$ cat config.mk
export PLATFORM = sky130hd
export DESIGN_NAME = cmac_front
export DESIGN_NICKNAME = d
export VERILOG_FILES = /design/src/cmac_pkg.sv /design/src/cmac_front.sv
export SDC_FILE = /design/constraint.sdc
export NUM_CORES = 1
export LEC_CHECK = 0
export ABC_AREA = 1
export BUFFER_PORTS_ARGS = -buffer_cell sky130_fd_sc_hd__buf_2
export CAP_MARGIN = 5
export CORE_MARGIN = 10
export CORE_UTILIZATION = 45
export CTS_CLUSTER_SIZE = 24
export DETAILED_ROUTE_END_ITERATION = 8
export PLACE_DENSITY_LB_ADDON = 0.2
export REMOVE_ABC_BUFFERS = 1
export SLEW_MARGIN = 10
export SYNTH_ARGS = -nofsm -noshare
export SYNTH_HDL_FRONTEND = slang
export SYNTH_SLANG_ARGS = --single-unit
export TNS_END_PERCENT = 50
$ cat constraint.sdc
create_clock -name aclk -period 13.9 [get_ports aclk]
set_input_delay 0.695 -clock aclk [delete_from_list [all_inputs] [get_ports aclk]]
set_output_delay 0.695 -clock aclk [all_outputs]
set_load 0.02 [all_outputs]
$ cat src/cmac_pkg.sv
// shared types, constants and aes helper functions for the cmac tag engine
package cmac_pkg;

    localparam int BLOCK_BYTES = 16;
    localparam int BLOCK_W     = 128;
    localparam int FILL_W      = 5;
    localparam int HALF_W      = 64;
    localparam int CFG_IDX_W   = 2;
    localparam int AES_ROUNDS  = 10;
    localparam int RND_W       = 4;
    localparam int CMAC_QUEUE_DEPTH = 2;

    localparam logic [7:0] PAD_BYTE = 8'h80;
    localparam logic [7:0] GF_POLY  = 8'h87;
    localparam logic [7:0] RCON_FIRST = 8'h01;

    // configuration register indexes
    localparam logic [CFG_IDX_W-1:0] REG_KEY_HIGH = 2'd0;
    localparam logic [CFG_IDX_W-1:0] REG_KEY_LOW  = 2'd1;

    // kind of block handed from the front to the back
    typedef enum logic [1:0] {
        CMD_CHAIN      = 2'd0,
        CMD_FINAL_FULL = 2'd1,
        CMD_FINAL_PAD  = 2'd2
    } cmd_kind_t;

    typedef struct packed {
        cmd_kind_t          kind;
        logic [BLOCK_W-1:0] blk;
    } cmd_t;

    // back end sequencer
    typedef enum logic [1:0] {
        BK_IDLE = 2'd0,
        BK_RUN  = 2'd1,
        BK_FIN  = 2'd2
    } back_state_t;

    typedef enum logic [1:0] {
        MODE_CHAIN  = 2'd0,
        MODE_SUBKEY = 2'd1,
        MODE_FINAL  = 2'd2
    } run_mode_t;

    localparam logic [7:0] SBOX [256] = '{
        8'h63,8'h7c,8'h77,8'h7b,8'hf2,8'h6b,8'h6f,8'hc5,8'h30,8'h01,8'h67,8'h2b,8'hfe,8'hd7,8'hab,8'h76,
        8'hca,8'h82,8'hc9,8'h7d,8'hfa,8'h59,8'h47,8'hf0,8'had,8'hd4,8'ha2,8'haf,8'h9c,8'ha4,8'h72,8'hc0,
        8'hb7,8'hfd,8'h93,8'h26,8'h36,8'h3f,8'hf7,8'hcc,8'h34,8'ha5,8'he5,8'hf1,8'h71,8'hd8,8'h31,8'h15,
        8'h04,8'hc7,8'h23,8'hc3,8'h18,8'h96,8'h05,8'h9a,8'h07,8'h12,8'h80,8'he2,8'heb,8'h27,8'hb2,8'h75,
        8'h09,8'h83,8'h2c,8'h1a,8'h1b,8'h6e,8'h5a,8'ha0,8'h52,8'h3b,8'hd6,8'hb3,8'h29,8'he3,8'h2f,8'h84,
        8'h53,8'hd1,8'h00,8'hed,8'h20,8'hfc,8'hb1,8'h5b,8'h6a,8'hcb,8'hbe,8'h39,8'h4a,8'h4c,8'h58,8'hcf,
        8'hd0,8'hef,8'haa,8'hfb,8'h43,8'h4d,8'h33,8'h85,8'h45,8'hf9,8'h02,8'h7f,8'h50,8'h3c,8'h9f,8'ha8,
        8'h51,8'ha3,8'h40,8'h8f,8'h92,8'h9d,8'h38,8'hf5,8'hbc,8'hb6,8'hda,8'h21,8'h10,8'hff,8'hf3,8'hd2,
        8'hcd,8'h0c,8'h13,8'hec,8'h5f,8'h97,8'h44,8'h17,8'hc4,8'ha7,8'h7e,8'h3d,8'h64,8'h5d,8'h19,8'h73,
        8'h60,8'h81,8'h4f,8'hdc,8'h22,8'h2a,8'h90,8'h88,8'h46,8'hee,8'hb8,8'h14,8'hde,8'h5e,8'h0b,8'hdb,
        8'he0,8'h32,8'h3a,8'h0a,8'h49,8'h06,8'h24,8'h5c,8'hc2,8'hd3,8'hac,8'h62,8'h91,8'h95,8'he4,8'h79,
        8'he7,8'hc8,8'h37,8'h6d,8'h8d,8'hd5,8'h4e,8'ha9,8'h6c,8'h56,8'hf4,8'hea,8'h65,8'h7a,8'hae,8'h08,
        8'hba,8'h78,8'h25,8'h2e,8'h1c,8'ha6,8'hb4,8'hc6,8'he8,8'hdd,8'h74,8'h1f,8'h4b,8'hbd,8'h8b,8'h8a,
        8'h70,8'h3e,8'hb5,8'h66,8'h48,8'h03,8'hf6,8'h0e,8'h61,8'h35,8'h57,8'hb9,8'h86,8'hc1,8'h1d,8'h9e,
        8'he1,8'hf8,8'h98,8'h11,8'h69,8'hd9,8'h8e,8'h94,8'h9b,8'h1e,8'h87,8'he9,8'hce,8'h55,8'h28,8'hdf,
        8'h8c,8'ha1,8'h89,8'h0d,8'hbf,8'he6,8'h42,8'h68,8'h41,8'h99,8'h2d,8'h0f,8'hb0,8'h54,8'hbb,8'h16
    };

    function automatic logic [7:0] xtime(input logic [7:0] a);
        xtime = {a[6:0], 1'b0} ^ (a[7] ? 8'h1b : 8'h00);
    endfunction

    // byte i of a block sits at bits [127-8i -: 8]
    function automatic logic [7:0] get_byte(input logic [BLOCK_W-1:0] v, input int i);
        get_byte = v[BLOCK_W-1-8*i -: 8];
    endfunction

    // one aes round: subbytes, shiftrows, mixcolumns unless last round
    function automatic logic [BLOCK_W-1:0] aes_round(input logic [BLOCK_W-1:0] s,
                                                     input logic last_rnd);
        logic [7:0] t [BLOCK_BYTES];
        logic [7:0] a0, a1, a2, a3, all_x;
        logic [BLOCK_W-1:0] r;
        for (int rr = 0; rr < 4; rr++) begin
            for (int c = 0; c < 4; c++) begin
                t[rr + 4*c] = SBOX[get_byte(s, rr + 4*((c + rr) & 3))];
            end
        end
        if (!last_rnd) begin
            for (int c = 0; c < 4; c++) begin
                a0 = t[4*c];
                a1 = t[4*c+1];
                a2 = t[4*c+2];
                a3 = t[4*c+3];
                all_x = a0 ^ a1 ^ a2 ^ a3;
                t[4*c]   = a0 ^ all_x ^ xtime(a0 ^ a1);
                t[4*c+1] = a1 ^ all_x ^ xtime(a1 ^ a2);
                t[4*c+2] = a2 ^ all_x ^ xtime(a2 ^ a3);
                t[4*c+3] = a3 ^ all_x ^ xtime(a3 ^ a0);
            end
        end
        for (int i = 0; i < BLOCK_BYTES; i++) begin
            r[BLOCK_W-1-8*i -: 8] = t[i];
        end
        aes_round = r;
    endfunction

    // next round key from the previous one
    function automatic logic [BLOCK_W-1:0] key_step(input logic [BLOCK_W-1:0] k,
                                                    input logic [7:0] rcon);
        logic [31:0] tw, w0, w1, w2, w3;
        tw = {SBOX[get_byte(k, 13)] ^ rcon, SBOX[get_byte(k, 14)],
              SBOX[get_byte(k, 15)], SBOX[get_byte(k, 12)]};
        w0 = k[127:96] ^ tw;
        w1 = k[95:64] ^ w0;
        w2 = k[63:32] ^ w1;
        w3 = k[31:0] ^ w2;
        key_step = {w0, w1, w2, w3};
    endfunction

    // doubling in gf(2^128)
    function automatic logic [BLOCK_W-1:0] gf_double(input logic [BLOCK_W-1:0] v);
        gf_double = {v[BLOCK_W-2:0], 1'b0} ^ {{(BLOCK_W-8){1'b0}}, (v[BLOCK_W-1] ? GF_POLY : 8'h00)};
    endfunction

endpackage

$ cat src/cmac_front.sv
// front end: packs message bytes into blocks and classifies them for the back end
module cmac_front (
    input  logic                    aclk,
    input  logic                    aresetn,
    input  logic                    in_valid,
    output logic                    in_ready,
    input  logic [7:0]              in_byte,
    input  logic                    in_last,
    input  logic                    in_none,
    output logic                    push,
    output cmac_pkg::cmd_t          push_cmd,
    input  logic                    q_full
);
    import cmac_pkg::*;

    logic [BLOCK_W-1:0] buf_reg, buf_next;
    logic [FILL_W-1:0]  fill_reg, fill_next;
    logic               pend_reg, pend_next;
    cmd_t               pend_cmd_reg, pend_cmd_next;
    logic               accept;

    assign in_ready = !pend_reg && !q_full;
    assign accept   = in_valid && in_ready;

    // byte placement, chain and final hand-off
    always_comb begin
        logic [BLOCK_W-1:0] wbuf;
        logic [FILL_W-1:0]  wfill;
        logic               chain_push;
        cmd_t               fin;
        buf_next      = buf_reg;
        fill_next     = fill_reg;
        pend_next     = pend_reg;
        pend_cmd_next = pend_cmd_reg;
        push          = 1'b0;
        push_cmd      = pend_cmd_reg;
        wbuf          = buf_reg;
        wfill         = fill_reg;
        chain_push    = 1'b0;
        fin           = pend_cmd_reg;
        if (pend_reg) begin
            if (!q_full) begin
                push      = 1'b1;
                pend_next = 1'b0;
            end
        end else if (accept) begin
            if (!in_none) begin
                if (fill_reg == FILL_W'(BLOCK_BYTES)) begin
                    chain_push = 1'b1;
                    wfill      = '0;
                end
                for (int i = 0; i < BLOCK_BYTES; i++) begin
                    if (wfill[3:0] == 4'(i)) wbuf[BLOCK_W-1-8*i -: 8] = in_byte;
                end
                wfill = wfill + 1'b1;
            end
            if (chain_push) begin
                push     = 1'b1;
                push_cmd = '{kind: CMD_CHAIN, blk: buf_reg};
            end
            if (in_last) begin
                if (wfill == FILL_W'(BLOCK_BYTES)) begin
                    fin = '{kind: CMD_FINAL_FULL, blk: wbuf};
                end else begin
                    fin.kind = CMD_FINAL_PAD;
                    for (int i = 0; i < BLOCK_BYTES; i++) begin
                        if (FILL_W'(i) < wfill)
                            fin.blk[BLOCK_W-1-8*i -: 8] = wbuf[BLOCK_W-1-8*i -: 8];
                        else if (FILL_W'(i) == wfill)
                            fin.blk[BLOCK_W-1-8*i -: 8] = PAD_BYTE;
                        else
                            fin.blk[BLOCK_W-1-8*i -: 8] = 8'h00;
                    end
                end
                if (chain_push) begin
                    pend_next     = 1'b1;
                    pend_cmd_next = fin;
                end else begin
                    push     = 1'b1;
                    push_cmd = fin;
                end
                fill_next = '0;
            end else begin
                fill_next = wfill;
                buf_next  = wbuf;
            end
        end
    end

    // control state
    always_ff @(posedge aclk) begin
        if (!aresetn) begin
            fill_reg <= '0;
            pend_reg <= 1'b0;
        end else begin
            fill_reg <= fill_next;
            pend_reg <= pend_next;
        end
    end

    // payload
    always_ff @(posedge aclk) begin
        buf_reg      <= buf_next;
        pend_cmd_reg <= pend_cmd_next;
    end

endmodule

# Word-level counts from Yosys, hierarchy flattened
# Cells that the tools add are included.
[totals]
out_inout_bits = 132
reg_bits = 264
word_cells = 142
inputBits = 14
[op_classes]
reduce_logical = 9
n_eq_ne = 32
mux = 77
magnitude_cmp = 16
bitwise = 2
addsub = 1
[ops]
columns = ["op", "n"]
rows = [
  ["$mux 130", 6],
  ["$mux 8", 48],
  ["$mux 128", 1],
  ["$eq 4x5->1 const A", 8],
  ["$lt 4x5->1 const A", 8],
  ["$mux 5", 8],
  ["$eq 4x4->1 const B", 8],
  ["$eq 3x5->1 const A", 4],
  ["$lt 3x5->1 const A", 4],
  ["$eq 4x3->1 const B", 4],
  ["$mux 1", 14],
  ["$eq 2x5->1 const A", 2],
  ["$eq 5x5->1 const B", 2],
  ["$lt 1x5->1 const A", 2],
  ["$lt 2x5->1 const A", 2],
  ["$eq 4x2->1 const B", 2],
  ["$add 5x1->5 const B", 1],
  ["$eq 1x5->1 const A", 1],
  ["$logic_not 5->1", 1],
  ["$eq 4x1->1 const B", 1],
  ["$logic_not 4->1", 1],
  ["$reduce_and 4->1", 1],
  ["$reduce_and 3->1", 1],
  ["$logic_and 1x1->1", 2],
  ["3 further kinds", 5],
]

# Longest topological paths before layout
# Gate-level depths: netlist of run 1.
[logic_depth]
depth_word = 17
mapped_depth = 14
ltp_nobuf = 13

# Worst setup path after synthesis of run 1
# Ideal clock, no wire load.
[synth_path]
kind = "input to register"
startpoint = "in q_full"
endpoint = "reg pend_cmd_reg[0] in the netlist's numbering (enable)"
required_ns = 13.120
path_slack_ns = 2.625
path_stages = 5
setup_time_ns = 0.780
n_path_buf = 2
arrival_time_ns = 10.496
path_cell_list = "nor2_1 -> nand2_1 -> clkbuf_1 -> clkbuf_1 -> nor3_1"
[synth_between]
elab_chain_len = 4
[synth_rtl]
columns = ["item", "line_no", "source"]
rows = [
  ["start, declared", "cmac_front.sv:12", "input logic q_full"],
  ["$logic_not 1->1", "--", ""],
  ["$logic_and 1x1->1", "cmac_front.sv:22", "assign in_ready = !pend_reg && !q_full;"],
  ["$logic_and 1x1->1", "cmac_front.sv:23", "assign accept = in_valid && in_ready;"],
  ["$reduce_and 4->1 (no line)", "--", ""],
  ["end signal, assigned", "cmac_front.sv:104", "pend_cmd_reg <= pend_cmd_next;"],
  ["end, declared", "cmac_front.sv:19", "cmd_t pend_cmd_reg, pend_cmd_next;"],
]
# No other way between the ends.
# A chain may end at the register's enable or synchronous reset.

==> results of run 1 <==
-- cells in the final DEF, fill, tap and decap left out, drive strengths merged, types with 7 or more instances in the layout --
cell / netlist / final
nand2: 417 / 417
clkinv: 0 / 17
a21oi: 108 / 108
a221oi: 91 / 91
inv: 267 / 265
nor2: 215 / 215
clkbuf: 65 / 36
nand4: 15 / 15
nand3: 26 / 26
a22oi: 9 / 9
o21ai: 154 / 154
buf: 28 / 156
edfxtp: 258 / 258
a31oi: 7 / 7
-- report_power, final --
part           total (mW)  switching (mW)  internal [mW]
Combinational       0.140           0.106         0.0342
Sequential          0.882         0.00462          0.877
Clock               0.781           0.322          0.459
-- per-layer routing --
layer / up-vias / share of wire / track usage
li1: 5858 / - / -
met1: 5718 / 0.44 / 0.292
met2: 407 / 0.47 / 0.362
met3: 68 / 0.064 / 0.0282
met4: 0 / 0.027 / 0.0596
met5: - / 0 / 0
-- cell type report --
| cell class | instances | share of cell area |
|---|---|---|
| Clock buffer | 36 | 0.0487 |
| Clock inverter | 19 | 0.00998 |
| Timing Repair Buffer | 156 | 0.0496 |
| Inverter | 267 | 0.0618 |
| Tap cell | 402 | 0.0309 |
| Multi-Input combinational cell | 1063 | 0.316 |
| Sequential cell | 264 | 0.483 |
-- worst paths after layout --
check,start,to,slack [ns],depth (start not counted)
max reg2reg,pend_reg,pend_cmd_reg[44],10.87,6
max,fill_reg[0],push_cmd[7],8.62,9
min reg2reg,pend_reg,pend_reg,0.55,2
min,q_full,pend_reg,0.42,3
-- cell usage after synthesis, drive strengths merged --
cell / n
a211oi: 1
a21oi: 108
a221oi: 91
a22oi: 9
a31oi: 7
buf: 28
clkbuf: 65
dfxtp: 6
edfxtp: 258
ha: 5
inv: 267
nand2: 417
nand3: 26
nand4: 15
nor2: 215
nor3: 1
o2111ai: 1
o21a: 1
o21ai: 154
o22ai: 6
or2: 6
-- cell families after synthesis --
family	count (synthesis)	share of synthesized area
simple gates	680	0.193
compound gates	378	0.159
buf+inv	360	0.0964
flops	264	0.547
fa+ha+maj	5	0.00435
-- through the flow --
stage / area (um^2) / power (mW) / utilization
6_report: 16300 / 1.80 / 0.517
4_1_cts: 16300 / 1.81 / 0.517
3_5_place_dp: 15300 / 1.04 / 0.486
3_3_place_gp: 15300 / 1.04 / 0.486
5_1_grt: 16300 / 1.86 / 0.517
2_1_floorplan: 14000 / 0.984 / -
-- worst max-delay path: cells and delay by family (launching register included) --
family	cells	cell delay (ns)
AOI/OAI and AO/OA	2	0.52
and+or+nand+nor	2	0.82
DFF	1	0.48
buffers and inverters	4	1.83
adders and majority gates	1	0.28
==> results.md, run 1 <==
* Status: complete, no violations
* Grt total ovfl at 0
* Layout area overhead at 13.3%
* Register bit total from synthesis at 264
* Clock Skew at 0.00965 ns
* Final Slew Violations at 0
* VDD IR max at 0.114 mV
* RSZ-0062 raised after global routing: no
* Final WL at 44000 um
* Vias in the first global route at 11800
* Initial antenna violation count at 0
* Maxcap violations at 0
* CP arrival at 4.58 ns
* Initial drt markers at 1244
* Core Area at 31600 um^2
* Post-CTS setup buffer count at 0
* First-pass GRT wire length at 68000 um
* Post-layout nets at 1801
* Layout cells sized above 1 at 0.142
* DRT Pass-1 Iters at 5
* Fmax at 0.190 GHz
* Final setup fails at 0
* WP data required at 13.20 ns
* Final ANT Viol Nets at 0
* TritonCTS clock tree: done
* Reg clk slew, reported paths at 0.06 ns
* Synth cell types at 35
* Max FO, Critical Path at 72
* Sequential-to-total area share from yosys stat at 0.547
* Slowest-stage cell, CP: buf_4
* Share of the synthesized area in the top cell type at 0.538
* CTS sink count at 264
* Worst setup margin at 8.62 ns
* Worst-Skew Late Latency at 0.55 ns
* CTS buffer count at 30
* Port Buffers at 145
* Cell Pwr Density at 111 nW/um^2
* Area of the mapped netlist at 14400 um^2
* Setup TNS Final at 0 ns
* Dpl hpwl at 26100 um
* Dpl ws at 9.19 ns
* CTS root buf: clkbuf_16
* Total GRT Usage at 0.218
* Final GP Congestion at 0.872
* Post_cts resized at 0
* Die ar. at 39500 um^2
* Worst setup EP type: primary output
* Setup crit start kind: register
* Final hold vios at 0
* Worst slack on hold paths at 0.425 ns
* Ranking of synthesized cells by area: edfxtp_1 54%, nand2_1 10%, inv_1 6.6%
* Slowest stage delay, CP at 0.80 ns
* Mean area per synthesized cell at 8.53 um^2
* Fill count at 3026
* Clock tree buffer depth at 3
* DRC Markers at 0
* Hold Crit Class: in -> reg
* Largest net degree at the start of global routing at 73
* Area of the multi-input gates at 5160 um^2
* Die W at 199 um
* Fin crit share at 0.379
* Crit Path Category: reg -> out
* Number of diodes at 0
* DR vias at 12100
* Register area at 7870 um^2
* # rows at 65
* H-tree depth at 1
* Initial Util at 0.456
* Finished Layout Cells at 2207
* Biggest area consumer among synthesized cells: edfxtp_1
* Yosys warns at 0
* Hold Buf Count CTS at 0
* Detailed-route vias per instance at 5.46
* Least-Margin Pin Slew at 1.01 ns
* Die Y at 199 um
* DP Cell Count at 2152
* Largest register FFs at 130
* Min Tclk post-route at 5.28 ns
* Routed len/inst at 19.9 um
* Crit-path cells: inv_1, ha_1, nand4_2, nand2_1, clkinv_2, buf_4, o2111ai_1, a21oi_1, buf_2
* Leakage at 7.31 nW
* IO Count at 146
* Post-synthesis cell count at 1687
* Slew HR at 0.327
No activity file was read; power rests on OpenSTA's default activity.
==> inputs of run 2 (changes only) <==
clock period = 5.1 ns   (was 13.9 ns; I/O delays follow)
==> run 2 against run 1 <==
Effect of this change:
- routed wire length is 0.21% lower
- highest routed layer unchanged
- largest power group unchanged
- power grew to 2.9 times the previous value
- clock power grew to 3.0 times the previous value
==> results.md, run 2 (synthesis results as in run 1) <==
* Status: complete, no violations
* Post-layout nets at 1804
* VDD IR max at 0.254 mV
* Setup crit start kind: register
* Slowest-stage cell, CP: clkinv_2
* Clock tree buffer depth at 3
* Initial antenna violation count at 0
* Port Buffers at 145
* Final ANT Viol Nets at 0
* Post-CTS setup buffer count at 0
* DRC Markers at 0
* Cell Pwr Density at 312 nW/um^2
* CP arrival at 3.64 ns
* # rows at 65
* Reg clk slew, reported paths at 0.06 ns
* Most frequent cells in the layout: 400 x nand2_1, 258 x edfxtp_1, 253 x inv_1
* Largest register FFs at 130
* Crit Path Category: reg -> out
* Dpl hpwl at 25900 um
* Largest net degree at the start of global routing at 132
* Crit-path cells: inv_1, ha_1, nand4_2, nand2_1, buf_4, clkinv_2, buf_12, nand4_1, nand2_1, nand2_1, nand2_1, buf_2
* Layout area overhead at 14.6%
* Final GP Congestion at 0.892
* Initial drt markers at 1207
* R2r endpoint: buf_reg[111]
* Crit path top cell by count: nand2_1
* Initial Util at 0.456
* H-tree depth at 1
* Worst slack on hold paths at 0.0842 ns
* Core Area at 31600 um^2
* Fmax at 0.257 GHz
* WP data required at 4.85 ns
* Slowest stage delay, CP at 0.47 ns
* Final non-filler cell area at 16500 um^2
* Dpl ws at 1.75 ns
* Final setup fails at 0
* Worst R2R Setup Slack at 2.25 ns
* RSZ-0062 raised after global routing: no
* Die W at 199 um
* Total GRT Usage at 0.217
* Fin crit share at 0.764
* Leakage at 7.39 nW
* Worst setup margin at 1.21 ns
* Max FO, Critical Path at 64
* Final Slew Violations at 0
* Detailed-route vias per instance at 5.44
* Die Y at 199 um
* IO Count at 146
* Hold depth at 3
* Commonest non-fill, non-tap cell in the layout: nand2_1
* CP delay by family, top: buffers and inverters
* CP bufs+invs at 5
* First-pass GRT wire length at 67800 um
* DR vias at 12000
* Vias in the first global route at 11400
* Number of diodes at 0
* Least-Margin Pin Slew at 0.870 ns
* CTS root buf: clkbuf_16
* Worst setup EP type: primary output
* CTS buffer count at 31
* Clock Skew at 0.0144 ns
* Final hold vios at 0
* WHS Endpoint: pend_reg
* Layout cells sized above 1 at 0.145
* DRT Pass-1 Iters at 5
* Hold_sp: aresetn
* Post_cts resized at 0
* Min Tclk post-route at 3.89 ns
* TritonCTS clock tree: done
* Placed Area at 15400 um^2
* Maxcap violations at 0
* Critical path launch point: fill_reg[0]
* Slew HR at 0.420
* R2r startpoint: pend_reg
* Die ar. at 39500 um^2
* Worst Reg2Reg Path Length in Cells at 4
* CTS sink count at 264
* Final WL at 43900 um
* Hold Crit Class: in -> reg
* Routed len/inst at 19.9 um
* Worst-Skew Late Latency at 0.56 ns
* Grt total ovfl at 0
==> run 2: routing by layer <==
layer | vias up | part of all wire | GRT usage
met5 | - | 0 | 0
met4 | 0 | 0.018 | 0.0441
met3 | 51 | 0.066 | 0.0345
met2 | 393 | 0.47 | 0.352
met1 | 5717 | 0.44 | 0.300
li1 | 5856 | - | -
==> run 2: power breakdown <==
group | internal, mW | switching, mW | leakage, nW | total (mW)
logic | 0.0979 | 0.290 | 4.31 | 0.388
clock network | 1.46 | 0.901 | 0.519 | 2.36
registers | 2.39 | 0.0126 | 2.56 | 2.40
==> run 2: area by class of cell <==
class / instances / area, um^2
multi-input cells: 1063 / 5160
fillers: 3032 / 15100
flip-flops and latches: 264 / 7870
well taps: 402 / 503
clock buffers: 35 / 791
clock inverters: 21 / 278
repair buffers: 158 / 888
inverters: 267 / 1010
==> run 2: what timing repair did <==
action | CTS | global route
setup endpoints to repair | 0 | 0
hold endpoints to repair | 1 | 0
hold buffers | 1 | 0
==> run 2: worst min-delay path, stage by stage <==
cell and delay (ns):
buf_2 0.07, inv_1 0.14, nor2_1 0.13
==> run 2: metrics by stage <==
step | setup TNS [ns] | util | std cells | total power, mW
after global routing | 0 | 0.523 | 2210 | 5.30
final | 0 | 0.523 | 2210 | 5.15
after CTS | 0 | 0.523 | 2210 | 5.18
after detailed placement | 0 | 0.489 | 2153 | 2.84
after global placement | 0 | 0.489 | 2153 | 2.83
after floorplan | -1476.85 | - | 1594 | 2.68
==> run 2: how the worst max path moves through the flow <==
stage | end | slack [ns] | cells after the start
finish | push_cmd[88] | 1.21 | 12
global route | push_cmd[69] | 0.92 | 12
CTS | push_cmd[88] | 1.17 | 12
detailed placement | push_cmd[88] | 1.75 | 12
global placement | push_cmd[88] | 1.87 | 12
floorplan | pend_cmd_reg[0] | -7.42 | 3
