File: src/cmac_pkg.sv
// shared types, constants and aes helper functions for the cmac tag engine
package cmac_pkg;

    localparam int BLOCK_BYTES = 16;
    localparam int BLOCK_W     = 128;
    localparam int FILL_W      = 5;
    localparam int HALF_W      = 64;
    localparam int CFG_IDX_W   = 2;
    localparam int AES_ROUNDS  = 10;
    localparam int RND_W       = 4;
    localparam int CMAC_QUEUE_DEPTH = 2;

    localparam logic [7:0] PAD_BYTE = 8'h80;
    localparam logic [7:0] GF_POLY  = 8'h87;
    localparam logic [7:0] RCON_FIRST = 8'h01;

    // configuration register indexes
    localparam logic [CFG_IDX_W-1:0] REG_KEY_HIGH = 2'd0;
    localparam logic [CFG_IDX_W-1:0] REG_KEY_LOW  = 2'd1;

    // kind of block handed from the front to the back
    typedef enum logic [1:0] {
        CMD_CHAIN      = 2'd0,
        CMD_FINAL_FULL = 2'd1,
        CMD_FINAL_PAD  = 2'd2
    } cmd_kind_t;

    typedef struct packed {
        cmd_kind_t          kind;
        logic [BLOCK_W-1:0] blk;
    } cmd_t;

    // back end sequencer
    typedef enum logic [1:0] {
        BK_IDLE = 2'd0,
        BK_RUN  = 2'd1,
        BK_FIN  = 2'd2
    } back_state_t;

    typedef enum logic [1:0] {
        MODE_CHAIN  = 2'd0,
        MODE_SUBKEY = 2'd1,
        MODE_FINAL  = 2'd2
    } run_mode_t;

    localparam logic [7:0] SBOX [256] = '{
        8'h63,8'h7c,8'h77,8'h7b,8'hf2,8'h6b,8'h6f,8'hc5,8'h30,8'h01,8'h67,8'h2b,8'hfe,8'hd7,8'hab,8'h76,
        8'hca,8'h82,8'hc9,8'h7d,8'hfa,8'h59,8'h47,8'hf0,8'had,8'hd4,8'ha2,8'haf,8'h9c,8'ha4,8'h72,8'hc0,
        8'hb7,8'hfd,8'h93,8'h26,8'h36,8'h3f,8'hf7,8'hcc,8'h34,8'ha5,8'he5,8'hf1,8'h71,8'hd8,8'h31,8'h15,
        8'h04,8'hc7,8'h23,8'hc3,8'h18,8'h96,8'h05,8'h9a,8'h07,8'h12,8'h80,8'he2,8'heb,8'h27,8'hb2,8'h75,
        8'h09,8'h83,8'h2c,8'h1a,8'h1b,8'h6e,8'h5a,8'ha0,8'h52,8'h3b,8'hd6,8'hb3,8'h29,8'he3,8'h2f,8'h84,
        8'h53,8'hd1,8'h00,8'hed,8'h20,8'hfc,8'hb1,8'h5b,8'h6a,8'hcb,8'hbe,8'h39,8'h4a,8'h4c,8'h58,8'hcf,
        8'hd0,8'hef,8'haa,8'hfb,8'h43,8'h4d,8'h33,8'h85,8'h45,8'hf9,8'h02,8'h7f,8'h50,8'h3c,8'h9f,8'ha8,
        8'h51,8'ha3,8'h40,8'h8f,8'h92,8'h9d,8'h38,8'hf5,8'hbc,8'hb6,8'hda,8'h21,8'h10,8'hff,8'hf3,8'hd2,
        8'hcd,8'h0c,8'h13,8'hec,8'h5f,8'h97,8'h44,8'h17,8'hc4,8'ha7,8'h7e,8'h3d,8'h64,8'h5d,8'h19,8'h73,
        8'h60,8'h81,8'h4f,8'hdc,8'h22,8'h2a,8'h90,8'h88,8'h46,8'hee,8'hb8,8'h14,8'hde,8'h5e,8'h0b,8'hdb,
        8'he0,8'h32,8'h3a,8'h0a,8'h49,8'h06,8'h24,8'h5c,8'hc2,8'hd3,8'hac,8'h62,8'h91,8'h95,8'he4,8'h79,
        8'he7,8'hc8,8'h37,8'h6d,8'h8d,8'hd5,8'h4e,8'ha9,8'h6c,8'h56,8'hf4,8'hea,8'h65,8'h7a,8'hae,8'h08,
        8'hba,8'h78,8'h25,8'h2e,8'h1c,8'ha6,8'hb4,8'hc6,8'he8,8'hdd,8'h74,8'h1f,8'h4b,8'hbd,8'h8b,8'h8a,
        8'h70,8'h3e,8'hb5,8'h66,8'h48,8'h03,8'hf6,8'h0e,8'h61,8'h35,8'h57,8'hb9,8'h86,8'hc1,8'h1d,8'h9e,
        8'he1,8'hf8,8'h98,8'h11,8'h69,8'hd9,8'h8e,8'h94,8'h9b,8'h1e,8'h87,8'he9,8'hce,8'h55,8'h28,8'hdf,
        8'h8c,8'ha1,8'h89,8'h0d,8'hbf,8'he6,8'h42,8'h68,8'h41,8'h99,8'h2d,8'h0f,8'hb0,8'h54,8'hbb,8'h16
    };

    function automatic logic [7:0] xtime(input logic [7:0] a);
        xtime = {a[6:0], 1'b0} ^ (a[7] ? 8'h1b : 8'h00);
    endfunction

    // byte i of a block sits at bits [127-8i -: 8]
    function automatic logic [7:0] get_byte(input logic [BLOCK_W-1:0] v, input int i);
        get_byte = v[BLOCK_W-1-8*i -: 8];
    endfunction

    // one aes round: subbytes, shiftrows, mixcolumns unless last round
    function automatic logic [BLOCK_W-1:0] aes_round(input logic [BLOCK_W-1:0] s,
                                                     input logic last_rnd);
        logic [7:0] t [BLOCK_BYTES];
        logic [7:0] a0, a1, a2, a3, all_x;
        logic [BLOCK_W-1:0] r;
        for (int rr = 0; rr < 4; rr++) begin
            for (int c = 0; c < 4; c++) begin
                t[rr + 4*c] = SBOX[get_byte(s, rr + 4*((c + rr) & 3))];
            end
        end
        if (!last_rnd) begin
            for (int c = 0; c < 4; c++) begin
                a0 = t[4*c];
                a1 = t[4*c+1];
                a2 = t[4*c+2];
                a3 = t[4*c+3];
                all_x = a0 ^ a1 ^ a2 ^ a3;
                t[4*c]   = a0 ^ all_x ^ xtime(a0 ^ a1);
                t[4*c+1] = a1 ^ all_x ^ xtime(a1 ^ a2);
                t[4*c+2] = a2 ^ all_x ^ xtime(a2 ^ a3);
                t[4*c+3] = a3 ^ all_x ^ xtime(a3 ^ a0);
            end
        end
        for (int i = 0; i < BLOCK_BYTES; i++) begin
            r[BLOCK_W-1-8*i -: 8] = t[i];
        end
        aes_round = r;
    endfunction

    // next round key from the previous one
    function automatic logic [BLOCK_W-1:0] key_step(input logic [BLOCK_W-1:0] k,
                                                    input logic [7:0] rcon);
        logic [31:0] tw, w0, w1, w2, w3;
        tw = {SBOX[get_byte(k, 13)] ^ rcon, SBOX[get_byte(k, 14)],
              SBOX[get_byte(k, 15)], SBOX[get_byte(k, 12)]};
        w0 = k[127:96] ^ tw;
        w1 = k[95:64] ^ w0;
        w2 = k[63:32] ^ w1;
        w3 = k[31:0] ^ w2;
        key_step = {w0, w1, w2, w3};
    endfunction

    // doubling in gf(2^128)
    function automatic logic [BLOCK_W-1:0] gf_double(input logic [BLOCK_W-1:0] v);
        gf_double = {v[BLOCK_W-2:0], 1'b0} ^ {{(BLOCK_W-8){1'b0}}, (v[BLOCK_W-1] ? GF_POLY : 8'h00)};
    endfunction

endpackage

File: src/cmac_queue.sv
// short block queue between front and back end
module cmac_queue #(
    parameter int QUEUE_DEPTH = cmac_pkg::CMAC_QUEUE_DEPTH
) (
    input  logic           aclk,
    input  logic           aresetn,
    input  logic           push,
    input  cmac_pkg::cmd_t push_cmd,
    output logic           full,
    output logic           pop_valid,
    input  logic           pop,
    output cmac_pkg::cmd_t pop_cmd
);
    import cmac_pkg::*;

    localparam int PTR_W = (QUEUE_DEPTH > 1) ? $clog2(QUEUE_DEPTH) : 1;
    localparam int CNT_W = $clog2(QUEUE_DEPTH + 1);

    cmd_t             mem [QUEUE_DEPTH];
    logic [PTR_W-1:0] wr_ptr_reg, wr_ptr_next;
    logic [PTR_W-1:0] rd_ptr_reg, rd_ptr_next;
    logic [CNT_W-1:0] cnt_reg, cnt_next;
    logic             do_pop;

    assign full      = (cnt_reg == CNT_W'(QUEUE_DEPTH));
    assign pop_valid = (cnt_reg != '0);
    assign do_pop    = pop && pop_valid;
    assign pop_cmd   = mem[rd_ptr_reg];

    // pointer and count update
    always_comb begin
        wr_ptr_next = wr_ptr_reg;
        rd_ptr_next = rd_ptr_reg;
        cnt_next    = cnt_reg;
        if (push) begin
            wr_ptr_next = (wr_ptr_reg == PTR_W'(QUEUE_DEPTH - 1)) ? '0 : wr_ptr_reg + 1'b1;
        end
        if (do_pop) begin
            rd_ptr_next = (rd_ptr_reg == PTR_W'(QUEUE_DEPTH - 1)) ? '0 : rd_ptr_reg + 1'b1;
        end
        if (push && !do_pop) cnt_next = cnt_reg + 1'b1;
        else if (!push && do_pop) cnt_next = cnt_reg - 1'b1;
    end

    always_ff @(posedge aclk) begin
        if (!aresetn) begin
            wr_ptr_reg <= '0;
            rd_ptr_reg <= '0;
            cnt_reg    <= '0;
        end else begin
            wr_ptr_reg <= wr_ptr_next;
            rd_ptr_reg <= rd_ptr_next;
            cnt_reg    <= cnt_next;
        end
    end

    // entry storage
    always_ff @(posedge aclk) begin
        if (push) mem[wr_ptr_reg] <= push_cmd;
    end

endmodule

File: config.mk
export PLATFORM = sky130hd
export DESIGN_NAME = cmac_queue
export DESIGN_NICKNAME = d
export VERILOG_FILES = /design/src/cmac_pkg.sv /design/src/cmac_queue.sv
export SDC_FILE = /design/constraint.sdc
export NUM_CORES = 1
export LEC_CHECK = 0
export ABC_AREA = 1
export BUFFER_PORTS_ARGS = -buffer_cell sky130_fd_sc_hd__buf_2
export CAP_MARGIN = 15
export CORE_ASPECT_RATIO = 0.5
export CORE_MARGIN = 4
export CORE_UTILIZATION = 25
export DETAILED_ROUTE_END_ITERATION = 16
export PLACE_DENSITY = 0.53
export SYNTH_ARGS = -nofsm -noshare
export SYNTH_HDL_FRONTEND = slang
export SYNTH_SLANG_ARGS = --single-unit
File: constraint.sdc
create_clock -name aclk -period 10.07 [get_ports aclk]
set_input_delay 1.007 -clock aclk [delete_from_list [all_inputs] [get_ports aclk]]
set_output_delay 1.007 -clock aclk [all_outputs]
set_load 0.01 [all_outputs]
-- After elaboration in Yosys (flattened, before gate mapping)
Memory sizes are Yosys's and may differ from the RTL's. A register that Yosys moved wholly into a read port is not among the register bits.
Index checks and enable logic that the tools add are counted.
- register bits: 4
- bits in writable memories: 260
- output and inout port bits: 132
- logic and storage cells: 24
- memories: 1
- add/subtract/negate cells: 4
- equal/unequal tests: 1
- mux-type cells: 8
- reduce and logical (&&, ||, !) cells: 7
- memories (name ; words ; bits a word ; rd ports ; clocked after Yosys merged registers in ; wr ports ; line ; text):
    mem ; 2 ; 130 ; 1 ; 1 ; 1 ; cmac_queue.sv:19 ; cmd_t mem [QUEUE_DEPTH];
- operator list (kind ; count):
    two-way mux 1 bit ; 6
    two-way mux 2 bit ; 2
    nonzero test 2 bit ; 2
    logical AND 1 bit ; 3
    adder 1 bit, second input constant ; 2
    adder 2 x 1 -> 2 bit, second input constant ; 1
    equality test 2 bit, second input constant ; 1
    zero test 1 bit ; 2
    subtractor 2 x 1 -> 2 bit, second input constant ; 1

-- Depth between registers and ports, before layout
Gate-level depths: netlist of run 1.
- depth after elaboration: 5
- gate-level depth with buffers: 9
- gate-level depth less buffers: 9

-- Least setup slack after synthesis of run 1
No wires, ideal clock.
- path type: in2reg
- start point: in push
- end point: mem mem[0][0] in the netlist's numbering, enable pin
- data arrival time: 6.484 ns
- data required time: 9.446 ns
- path slack: 2.961 ns
- cell stages on the path: 2
- cell sequence: inv_1 -> nor2_1
- cells in the longest elaborated chain, start to end: 2
- RTL lines (what ; line ; text):
    start, declared ; cmac_queue.sv:7 ; input logic push,
    two-way mux 1 bit ; cmac_queue.sv:59 ; if (push) mem[wr_ptr_reg] <= push_cmd;
    two-way mux 1 bit (not written as such) ; cmac_queue.sv:59 ;
    end, declared ; cmac_queue.sv:19 ;
No other way between the ends.

==> impl_metrics.prom, run 1 <==
# TYPE chip_impl_metric gauge
chip_impl_info{name="outcome",value="finished, final reports clean"} 1
chip_impl_metric{name="final.fill_count",unit=""} 3646
chip_impl_metric{name="critical_path_peak_fanout",unit=""} 78
chip_impl_info{name="worstSetupPathType",value="reg -> out"} 1
chip_impl_info{name="synth.most_common_cell",value="sky130_fd_sc_hd__edfxtp_1"} 1
chip_impl_metric{name="synth_area_per_cell",unit="sq um"} 21.91
chip_impl_metric{name="port-buffer-count",unit=""} 265
chip_impl_info{name="ys.flop_type",value="sky130_fd_sc_hd__edfxtp_1"} 1
chip_impl_info{name="tritoncts",value="yes"} 1
chip_impl_metric{name="clkSlewWorstSetupHoldPaths",unit="ns"} 0.06
chip_impl_metric{name="largest_reg_flops",unit=""} 260
chip_impl_metric{name="worst_clock_skew",unit="ns"} 0.007632
chip_impl_metric{name="grt_pass1_wl",unit="microns"} 33560
chip_impl_metric{name="async_reset_ff_share",unit="%"} 0
chip_impl_info{name="synth_top_area_cell",value="sky130_fd_sc_hd__edfxtp_1"} 1
chip_impl_info{name="critical_path.endpoint_type",value="output port"} 1
chip_impl_metric{name="tightest_slew",unit="ns"} 1.124
chip_impl_metric{name="grt_start_max_net_pins",unit=""} 79
chip_impl_metric{name="synth.cell_area",unit="sq um"} 9642
chip_impl_info{name="startpoint_type",value="register"} 1
chip_impl_info{name="worstSetupEndpoint",value="pop_cmd[67]"} 1
chip_impl_metric{name="synth_warnings",unit=""} 0
chip_impl_metric{name="via_per_inst",unit=""} 3.991
chip_impl_metric{name="grt_use_total",unit="%"} 10.34
chip_impl_metric{name="drt_iter0_drc",unit=""} 230
chip_impl_metric{name="initial_core_util",unit="%"} 25.56
chip_impl_metric{name="reg2reg_slack",unit="ns"} 7.46
chip_impl_metric{name="worst_hold_slack",unit="ns"} 0.5106
chip_impl_metric{name="fin_crit_sh",unit="%"} 39.50
chip_impl_metric{name="final_cells",unit=""} 1265
chip_impl_metric{name="cellPowerDensity",unit="nW/um^2"} 202.1
chip_impl_metric{name="hpwlAfterDp",unit="microns"} 15870
chip_impl_metric{name="post_synth_num_cell_types",unit=""} 15
chip_impl_metric{name="power_leakage",unit="nW"} 4.482
chip_impl_metric{name="holdBufCountCts",unit=""} 0
chip_impl_metric{name="place_congestion",unit=""} 0.7549
chip_impl_metric{name="ff2ff_path_depth",unit=""} 4
chip_impl_metric{name="route.vias.total",unit=""} 5048
chip_impl_metric{name="crit_required",unit="ns"} 9.06
chip_impl_metric{name="drt_pass1_iterations",unit=""} 5
chip_impl_metric{name="min_period",unit="ns"} 3.977
chip_impl_metric{name="layout_cells_sized_above_1",unit="%"} 58.43
chip_impl_info{name="worst_r2r_endpoint",value="mem[1][15]$_DFFE_PP_"} 1
chip_impl_info{name="hold_path_startpoint",value="rd_ptr_reg$_SDFFE_PN0P_"} 1
chip_impl_metric{name="instance_count_of_the_mapped_netlist",unit=""} 440
chip_impl_metric{name="io_pins",unit=""} 266
chip_impl_metric{name="postCtsSetupBuffers",unit=""} 0
chip_impl_metric{name="setup_viol_count_final",unit=""} 0
chip_impl_metric{name="synthToLayoutAreaGrowth",unit="%"} 27.55
chip_impl_metric{name="cts_buffer_depth",unit=""} 3
chip_impl_metric{name="finalNetCount",unit=""} 860
chip_impl_metric{name="synth-seq-cells",unit=""} 265
chip_impl_metric{name="slew-limit-headroom",unit="%"} 25.06
chip_impl_metric{name="route.antenna.remaining_nets",unit=""} 0
chip_impl_metric{name="cts_made_buffers",unit=""} 27
chip_impl_metric{name="floorplan.die_area",unit="sq um"} 41960
chip_impl_metric{name="finalMaxSlewViolations",unit=""} 0
chip_impl_metric{name="die_width",unit="microns"} 285.7
chip_impl_info{name="rsz_0062_raised_after_global_routing",value="false"} 1
chip_impl_metric{name="ir_drop",unit="mV"} 0.1075
chip_impl_info{name="min_path_type",value="reg -> reg"} 1
chip_impl_metric{name="core_area",unit="sq um"} 37720
chip_impl_metric{name="rows",unit=""} 50
chip_impl_metric{name="detail_route.wirelength",unit="microns"} 22870
chip_impl_metric{name="cts_resized",unit=""} 0
chip_impl_metric{name="synth.top_cell.area_share",unit="%"} 80.98
chip_impl_metric{name="fp.dieH",unit="microns"} 146.9
chip_impl_metric{name="synth_edf_count",unit=""} 260
chip_impl_metric{name="max-cap-violations",unit=""} 0
chip_impl_metric{name="setup-tns-final",unit="ns"} 0
chip_impl_metric{name="clock-sinks",unit=""} 265
chip_impl_metric{name="timing.final.hold_violations",unit=""} 0
chip_impl_metric{name="grt_pass1_vias",unit=""} 5359
chip_impl_metric{name="worst_ep_arrival_time",unit="ns"} 2.97
chip_impl_metric{name="grt_overflow_total",unit=""} 0
chip_impl_info{name="synth.top_cells.by_count",value="sky130_fd_sc_hd__edfxtp_1 (260), sky130_fd_sc_hd__mux2_2 (130), sky130_fd_sc_hd__buf_6 (10)"} 1
chip_impl_metric{name="grt_antenna_before_repair",unit=""} 5
chip_impl_info{name="critical_path.reg2reg.startpoint",value="wr_ptr_reg$_SDFFE_PN0P_"} 1
chip_impl_info{name="cts.root.buffer_cell",value="sky130_fd_sc_hd__clkbuf_16"} 1
chip_impl_metric{name="drt_drc_violations_left",unit=""} 0
chip_impl_metric{name="detail_route.wl_per_cell",unit="microns"} 18.08
chip_impl_metric{name="insertion_delay_to_the_later_sink_of_the_worst_skew_pair",unit="ns"} 0.52
chip_impl_metric{name="dp_cells",unit=""} 1216
chip_impl_metric{name="synth.net_count",unit=""} 575
chip_impl_info{name="post_synth_main_area_contributors",value="sky130_fd_sc_hd__edfxtp_1 (81%), sky130_fd_sc_hd__mux2_2 (15%), sky130_fd_sc_hd__buf_6 (1.2%)"} 1
chip_impl_metric{name="fmaxAchievable",unit="MHz"} 251.4
chip_impl_metric{name="clock_tree.htree_level_count",unit=""} 1
chip_impl_metric{name="synth.yosys.seq_area_share",unit="%"} 82.01
metal layers:
metal / global-route usage, % / share of wire, %
met2: 21.57 / 61
met3: 1.597 / 2.8
met5: 0 / 0.057
met1: 10.49 / 34
met4: 3.014 / 2.0
worst max-delay path, cell delays in order (launching register included):
cell                      delay, ns
sky130_fd_sc_hd__dfxtp_4       0.83
sky130_fd_sc_hd__buf_4         0.95
sky130_fd_sc_hd__mux2_2        0.45
sky130_fd_sc_hd__buf_2         0.15
cell families (layout without fill, tap and decap cells):
group / count (synthesis) / count (layout) / synth area share, %
DFF: 265 / 265 / 82.01
and+or+nand+nor: 19 / 19 / 0.7786
other: 0 / 4 / 0
muxes: 130 / 130 / 15.18
adders and majority gates: 1 / 1 / 0.1297
AOI/OAI and AO/OA: 3 / 3 / 0.1816
buffers and inverters: 22 / 323 / 1.713
how the worst min path moves through the flow:
| stage | end | slack (ns) | depth (start not counted) |
|---|---|---|---|
| 2_1_floorplan | register | 0.47 | 2 |
| 3_3_place_gp | rd_ptr_reg$_SDFFE_PN0P_ | 0.48 | 2 |
| 3_5_place_dp | register | 0.50 | 2 |
| 4_1_cts | register | 0.52 | 2 |
| 5_1_grt | wr_ptr_reg$_SDFFE_PN0P_ | 0.57 | 2 |
| 6_report | register | 0.51 | 2 |
placed cells by master (no fill, tap or decap), types with 4 or more instances in the layout:
cell type,count
sky130_fd_sc_hd__clkbuf_16,27
sky130_fd_sc_hd__nor2_1,7
sky130_fd_sc_hd__inv_1,7
sky130_fd_sc_hd__nand2_1,9
sky130_fd_sc_hd__buf_4,5
sky130_fd_sc_hd__diode_2,4
sky130_fd_sc_hd__clkbuf_1,9
sky130_fd_sc_hd__mux2_2,130
sky130_fd_sc_hd__buf_2,265
sky130_fd_sc_hd__clkinv_1,6
sky130_fd_sc_hd__edfxtp_1,260
sky130_fd_sc_hd__dfxtp_1,4
metrics by stage:
step | instance area (sq um) | util [%] | total power, mW | worst slack, ns
global placement | 11530 | 30.58 | 1.637 | 6.560
detailed placement | 11530 | 30.58 | 1.643 | 6.556
floorplan | 9642 | - | 1.511 | 2.961
global route | 12300 | 32.60 | 2.597 | 5.895
finish | 12300 | 32.60 | 2.486 | 6.093
CTS | 12290 | 32.57 | 2.526 | 5.994
report_power, final:
| part | switching (mW) | total (mW) | internal (mW) |
|---|---|---|---|
| logic | 0.163 | 0.305 | 0.142 |
| registers | 0.0260 | 1.31 | 1.28 |
| clock network | 0.386 | 0.875 | 0.489 |
layout make-up:
| type | count | area (sq um) | share of cell area, % |
|---|---|---|---|
| flip-flops and latches | 265 | 7911 | 64.33 |
| multi-input cells | 153 | 1577 | 12.82 |
| diodes | 4 | 10.01 | 0.08139 |
| clock inverters | 9 | 43.79 | 0.3561 |
| inverters | 8 | 32.53 | 0.2645 |
| repair buffers | 270 | 1364 | 11.09 |
| clock buffers | 36 | 709.4 | 5.769 |
| well taps | 520 | 650.6 | 5.290 |
No activity file was read; power rests on OpenSTA's default activity.
==> run 2: changes to the inputs <==
- clock period: 10.07 -> 4.2 ns (I/O delays scaled with it)
==> run 2 against run 1 <==
Compared with the run above:
- clock power grew to 2.6 times the previous value
- global-route usage fell by 0.12 points
- sequential power up 140%
- critical endpoint is now pop_cmd[64]
- largest power group unchanged
==> impl_metrics.prom, run 2 (same netlist as run 1, synthesis figures left out) <==
# TYPE chip_impl_metric gauge
chip_impl_info{name="critical_path.endpoint_type",value="output port"} 1
chip_impl_info{name="layout.cells.most_common",value="sky130_fd_sc_hd__buf_2"} 1
chip_impl_metric{name="initial_core_util",unit="%"} 25.56
chip_impl_metric{name="worst_ep_arrival_time",unit="ns"} 2.08
chip_impl_metric{name="floorplan.die_area",unit="sq um"} 41960
chip_impl_metric{name="core_area",unit="sq um"} 37720
chip_impl_metric{name="finalNetCount",unit=""} 863
chip_impl_metric{name="drt_iter0_drc",unit=""} 223
chip_impl_metric{name="die_width",unit="microns"} 285.7
chip_impl_metric{name="grt_antenna_before_repair",unit=""} 4
chip_impl_info{name="outcome",value="finished, final reports clean"} 1
chip_impl_metric{name="detail_route.wirelength",unit="microns"} 22510
chip_impl_info{name="mostFrequentLayoutCells",value="sky130_fd_sc_hd__buf_2 (265), sky130_fd_sc_hd__edfxtp_1 (260), sky130_fd_sc_hd__mux2_2 (130), sky130_fd_sc_hd__clkbuf_16 (29), sky130_fd_sc_hd__nand2_1 (9)"} 1
chip_impl_metric{name="slew-limit-headroom",unit="%"} 37.49
chip_impl_info{name="startpoint_type",value="register"} 1
chip_impl_metric{name="cts_made_buffers",unit=""} 28
chip_impl_metric{name="timing.final.hold_violations",unit=""} 0
chip_impl_metric{name="cts_resized",unit=""} 0
chip_impl_info{name="min_path_type",value="in -> reg"} 1
chip_impl_metric{name="grt_pass1_wl",unit="microns"} 32900
chip_impl_metric{name="via_per_inst",unit=""} 3.915
chip_impl_metric{name="route.vias.total",unit=""} 4976
chip_impl_metric{name="insertion_delay_to_the_later_sink_of_the_worst_skew_pair",unit="ns"} 0.52
chip_impl_metric{name="power_leakage",unit="nW"} 4.555
chip_impl_metric{name="crit_required",unit="ns"} 3.78
chip_impl_metric{name="tightest_slew",unit="ns"} 0.9377
chip_impl_metric{name="min_period",unit="ns"} 2.496
chip_impl_metric{name="drt_pass1_iterations",unit=""} 6
chip_impl_metric{name="largest_reg_flops",unit=""} 260
chip_impl_metric{name="worst_clock_skew",unit="ns"} 0.007707
chip_impl_metric{name="io_pins",unit=""} 266
chip_impl_metric{name="clkSlewWorstSetupHoldPaths",unit="ns"} 0.06
chip_impl_metric{name="final.fill_count",unit=""} 3639
chip_impl_metric{name="cts_buffer_depth",unit=""} 3
chip_impl_metric{name="ir_drop",unit="mV"} 0.2179
chip_impl_metric{name="detail_route.wl_per_cell",unit="microns"} 17.71
chip_impl_metric{name="cellPowerDensity",unit="nW/um^2"} 492.1
chip_impl_metric{name="fp.dieH",unit="microns"} 146.9
chip_impl_metric{name="fin_crit_sh",unit="%"} 59.42
chip_impl_metric{name="route.antenna.remaining_nets",unit=""} 0
chip_impl_metric{name="clock_tree.htree_level_count",unit=""} 1
chip_impl_metric{name="grt_use_total",unit="%"} 10.22
chip_impl_metric{name="clock-sinks",unit=""} 265
chip_impl_metric{name="hpwlAfterDp",unit="microns"} 15880
chip_impl_info{name="worstSetupPathType",value="reg -> out"} 1
chip_impl_metric{name="setup_ws",unit="ns"} 1.704
chip_impl_metric{name="place_congestion",unit=""} 0.7389
chip_impl_metric{name="max-cap-violations",unit=""} 0
chip_impl_metric{name="fmaxAchievable",unit="MHz"} 400.7
chip_impl_metric{name="place_worst_setup_slack",unit="ns"} 1.960
chip_impl_metric{name="setup-tns-final",unit="ns"} 0
chip_impl_metric{name="postCtsSetupBuffers",unit=""} 0
chip_impl_metric{name="grt_pass1_vias",unit=""} 5373
chip_impl_metric{name="drt_drc_violations_left",unit=""} 0
chip_impl_metric{name="setup_viol_count_final",unit=""} 0
chip_impl_metric{name="layout_cells_sized_above_1",unit="%"} 59.44
chip_impl_metric{name="holdBufCountCts",unit=""} 0
chip_impl_metric{name="critical_path_peak_fanout",unit=""} 130
chip_impl_metric{name="grt_start_max_net_pins",unit=""} 131
chip_impl_info{name="cts.root.buffer_cell",value="sky130_fd_sc_hd__clkbuf_16"} 1
chip_impl_info{name="tritoncts",value="yes"} 1
chip_impl_metric{name="grt_overflow_total",unit=""} 0
chip_impl_metric{name="port-buffer-count",unit=""} 265
chip_impl_metric{name="synthToLayoutAreaGrowth",unit="%"} 28.87
chip_impl_metric{name="finalMaxSlewViolations",unit=""} 0
chip_impl_info{name="rsz_0062_raised_after_global_routing",value="false"} 1
chip_impl_metric{name="rows",unit=""} 50
chip_impl_metric{name="report.power.total",unit="mW"} 6.114
## run 2: worst paths after layout
check	start	endpoint	slack (ns)	depth (start not counted)
worst min-delay path	push_cmd[90]	mem[1][90]$_DFFE_PP_	0.09	1
worst max register to register	wr_ptr_reg$_SDFFE_PN0P_	mem[1][96]$_DFFE_PP_	2.15	3
worst min register to register	rd_ptr_reg$_SDFFE_PN0P_	rd_ptr_reg$_SDFFE_PN0P_	0.52	2
worst max-delay path	register	pop_cmd[64]	1.70	3
## run 2: metal layers
layer | global-route usage (%) | vias to the layer above | wire [microns]
met3 | 1.271 | 34 | 427
met2 | 22.29 | 62 | 14420
met4 | 4.210 | 0 | 629
met5 | 0 | - | 0
li1 | - | 2316 | -
met1 | 9.268 | 2564 | 7026
## run 2: final cells by class
cell class                      count  area [sq um]  share of cell area (%)
Tap cell                          520         650.6                   5.236
Inverter                            8         32.53                  0.2618
Antenna cell                        4         10.01                 0.08056
Clock inverter                     15         96.34                  0.7753
Multi-Input combinational cell    153          1577                   12.69
Sequential cell                   265          7911                   63.67
Timing Repair Buffer              272          1404                   11.30
Clock buffer                       34         744.5                   5.991
## run 2: metrics by stage
step	util [%]	cell area, sq um	hold slack, ns	std cells
3_3_place_gp	30.68	11570	0.4814	1218
2_1_floorplan	-	9649	0.4669	440
5_1_grt	32.94	12430	0.05225	1271
4_1_cts	32.91	12420	0.05317	1267
3_5_place_dp	30.68	11570	0.4992	1218
6_report	32.94	12430	0.08516	1271
## run 2: worst max-delay path, cell delays in order (launching register included)
cell and delay (ns):
sky130_fd_sc_hd__dfxtp_4 0.35, sky130_fd_sc_hd__buf_12 0.50, sky130_fd_sc_hd__mux2_2 0.43, sky130_fd_sc_hd__buf_2 0.15
## run 2: power breakdown
group,internal [mW],switching [mW]
clock network,1.31,0.934
logic,0.348,0.425
registers,3.07,0.0315
total,4.72,1.39
==> run 3: changes to the inputs <==
- clock period: 4.2 -> 2.32 ns (I/O delays scaled with it)
==> run 3 against run 2 <==
Compared with the run above:
- flip-flop and latch count stayed put
- first-iteration DRC count increased by 0.90%
- design area increased by 11%
- utilization increased by 3.7 points
- clock skew up 0.0018 ns
- die area stayed put
- wire length increased by 7.9%
- total power grew 84%
- sequential power is 82% higher
- combinational power is 110% higher
- worst hold slack gained 0.041 ns
- critical path depth did not move
==> impl_metrics.prom, run 3 (same netlist as run 1, synthesis figures left out) <==
# TYPE chip_impl_metric gauge
chip_impl_info{name="min_path_type",value="in -> reg"} 1
chip_impl_info{name="worstSetupEndpoint",value="pop_cmd[103]"} 1
chip_impl_metric{name="slew-limit-headroom",unit="%"} 55.45
chip_impl_metric{name="layout_cells_sized_above_1",unit="%"} 50.90
chip_impl_metric{name="antenna_cells_inserted",unit=""} 0
chip_impl_metric{name="setup-tns-final",unit="ns"} 0
chip_impl_metric{name="placement.cell_area",unit="sq um"} 11720
chip_impl_metric{name="post-route-cell-area",unit="sq um"} 13840
chip_impl_metric{name="grt_antenna_before_repair",unit=""} 0
chip_impl_info{name="tritoncts",value="yes"} 1
chip_impl_metric{name="postCtsSetupBuffers",unit=""} 0
chip_impl_metric{name="grt_use_total",unit="%"} 10.97
chip_impl_metric{name="critical_path_peak_fanout",unit=""} 52
chip_impl_info{name="startpoint_type",value="register"} 1
chip_impl_metric{name="crit_required",unit="ns"} 2.09
chip_impl_info{name="hold_path_startpoint",value="push"} 1
chip_impl_metric{name="detail_route.wirelength",unit="microns"} 24290
chip_impl_metric{name="largest_reg_flops",unit=""} 260
chip_impl_metric{name="drt_pass1_iterations",unit=""} 4
chip_impl_metric{name="drt_drc_violations_left",unit=""} 0
chip_impl_metric{name="tightest_slew",unit="ns"} 0.6666
chip_impl_info{name="cts.root.buffer_cell",value="sky130_fd_sc_hd__clkbuf_16"} 1
chip_impl_metric{name="reg2reg_slack",unit="ns"} 0.80
chip_impl_metric{name="worst_hold_slack",unit="ns"} 0.1257
chip_impl_metric{name="insertion_delay_to_the_later_sink_of_the_worst_skew_pair",unit="ns"} 0.53
chip_impl_metric{name="setup_viol_count_final",unit=""} 0
chip_impl_metric{name="place_congestion",unit=""} 0.7697
chip_impl_info{name="rsz_0062_raised_after_global_routing",value="false"} 1
chip_impl_metric{name="io_pins",unit=""} 266
chip_impl_metric{name="min_period",unit="ns"} 2.216
chip_impl_metric{name="met1_length",unit="microns"} 8184
chip_impl_metric{name="rows",unit=""} 50
chip_impl_info{name="dr.max_layer_used",value="met4"} 1
chip_impl_metric{name="final_core_util",unit="%"} 36.68
chip_impl_metric{name="clock_tree.htree_level_count",unit=""} 1
chip_impl_info{name="critical_path.reg2reg.startpoint",value="wr_ptr_reg$_SDFFE_PN0P_"} 1
chip_impl_metric{name="cts_buffer_depth",unit=""} 3
chip_impl_metric{name="finalMaxSlewViolations",unit=""} 0
chip_impl_metric{name="route.antenna.remaining_nets",unit=""} 0
chip_impl_metric{name="route.vias.total",unit=""} 5553
chip_impl_metric{name="grt_pass1_vias",unit=""} 6147
chip_impl_metric{name="port-buffer-count",unit=""} 265
chip_impl_info{name="worstSetupPathType",value="reg -> out"} 1
chip_impl_info{name="layout.cells.most_common",value="sky130_fd_sc_hd__buf_2"} 1
chip_impl_metric{name="die_width",unit="microns"} 285.7
chip_impl_metric{name="hpwlAfterDp",unit="microns"} 16790
chip_impl_metric{name="initial_core_util",unit="%"} 25.56
chip_impl_metric{name="core_area",unit="sq um"} 37720
chip_impl_metric{name="drt_iter0_drc",unit=""} 225
chip_impl_metric{name="worst_clock_skew",unit="ns"} 0.009484
chip_impl_info{name="critical_path.endpoint_type",value="output port"} 1
chip_impl_info{name="worst_r2r_endpoint",value="mem[0][9]$_DFFE_PP_"} 1
chip_impl_metric{name="final.fill_count",unit=""} 3575
chip_impl_metric{name="grt_pass1_wl",unit="microns"} 35590
chip_impl_metric{name="timing.final.hold_violations",unit=""} 0
chip_impl_metric{name="stage_delay_of_the_slowest_cell_on_the_critical_path",unit="ns"} 0.54
chip_impl_metric{name="floorplan.die_area",unit="sq um"} 41960
chip_impl_metric{name="synthToLayoutAreaGrowth",unit="%"} 43.50
chip_impl_metric{name="power_leakage",unit="nW"} 5.123
chip_impl_info{name="outcome",value="finished, final reports clean"} 1
chip_impl_info{name="mostFrequentLayoutCells",value="sky130_fd_sc_hd__buf_2 (265), sky130_fd_sc_hd__edfxtp_1 (260), sky130_fd_sc_hd__dlygate4sd3_1 (132), sky130_fd_sc_hd__mux2_2 (130), sky130_fd_sc_hd__clkbuf_16 (27)"} 1
chip_impl_metric{name="clkSlewWorstSetupHoldPaths",unit="ns"} 0.06
chip_impl_metric{name="worst_ep_arrival_time",unit="ns"} 1.98
chip_impl_metric{name="grt_overflow_total",unit=""} 0
chip_impl_metric{name="cts_made_buffers",unit=""} 26
chip_impl_metric{name="amount_of_wire_on_met3_after_detailed_routing",unit="microns"} 622
chip_impl_metric{name="grt_start_max_net_pins",unit=""} 84
chip_impl_metric{name="route.met2.wl",unit="microns"} 14570
chip_impl_metric{name="via_per_inst",unit=""} 3.955
chip_impl_metric{name="max-cap-violations",unit=""} 0
chip_impl_info{name="worstPathCellList",value="buf_12, mux2_2, buf_2"} 1
chip_impl_metric{name="clock-sinks",unit=""} 265
chip_impl_metric{name="fp.dieH",unit="microns"} 146.9
chip_impl_metric{name="fin_crit_sh",unit="%"} 95.50
chip_impl_metric{name="ir_drop",unit="mV"} 0.4406
chip_impl_metric{name="finalNetCount",unit=""} 1001
chip_impl_info{name="critical_path_top_delay_cell",value="sky130_fd_sc_hd__dfxtp_4"} 1
chip_impl_metric{name="fmaxAchievable",unit="MHz"} 451.3
chip_impl_metric{name="detail_route.wl_per_cell",unit="microns"} 17.30
chip_impl_metric{name="ff2ff_path_depth",unit=""} 2
chip_impl_metric{name="cellPowerDensity",unit="nW/um^2"} 812.2
-- run 3: worst min-delay path by stage --
stage	slack, ns	end	cells past startpoint
floorplan	0.33	mem[0][0]$_DFFE_PP_	0
global placement	0.42	mem[0][63]$_DFFE_PP_	1
detailed placement	0.42	mem[0][107]$_DFFE_PP_	1
CTS	0.1	cnt_reg[0]$_SDFFE_PN0P_	3
global route	0.13	cnt_reg[0]$_SDFFE_PN0P_	3
finish	0.13	cnt_reg[0]$_SDFFE_PN0P_	3
-- run 3: cell type report --
class,count,area [sq um],share of cell area (%)
tap,520,650.6,4.702
multi-input combinational,153,1579,11.41
timing repair buffer,412,2860,20.67
inverter,8,33.78,0.2442
clock inverter,14,105.1,0.7596
clock buffer,32,694.4,5.019
sequential,265,7913,57.19
-- run 3: stage by stage --
| step | total power [mW] | std cells | setup WS [ns] |
|---|---|---|---|
| floorplan | 6.536 | 440 | -0.3966 |
| global placement | 7.149 | 1226 | 0.6416 |
| detailed placement | 7.182 | 1226 | 0.6299 |
| CTS | 11.42 | 1404 | 0.04664 |
| global route | 11.71 | 1404 | 0.003605 |
| finish | 11.24 | 1404 | 0.1044 |
-- run 3: routing by layer --
layer	up-vias	track usage, %
li1	2588	-
met5	-	0
met1	2831	10.46
met3	52	1.767
met2	82	23.00
met4	0	4.509
-- run 3: where the power goes --
part	switching (mW)	leakage [nW]	internal, mW	total, mW
clock network	1.76	0.375	2.24	4.00
logic	0.783	2.27	0.814	1.60
registers	0.0898	2.48	5.55	5.64
-- run 3: critical path: cells and delay by family (launching register included) --
kind                   cells  cell delay [ns]
DFF                        1             0.54
muxes                      1             0.41
buffers and inverters      2             0.47
-- run 3: timing repair --
action	in CTS	in global routing
endpoints found under the hold margin	265	0
hold buffers	132	0
gates resized for setup	0	0
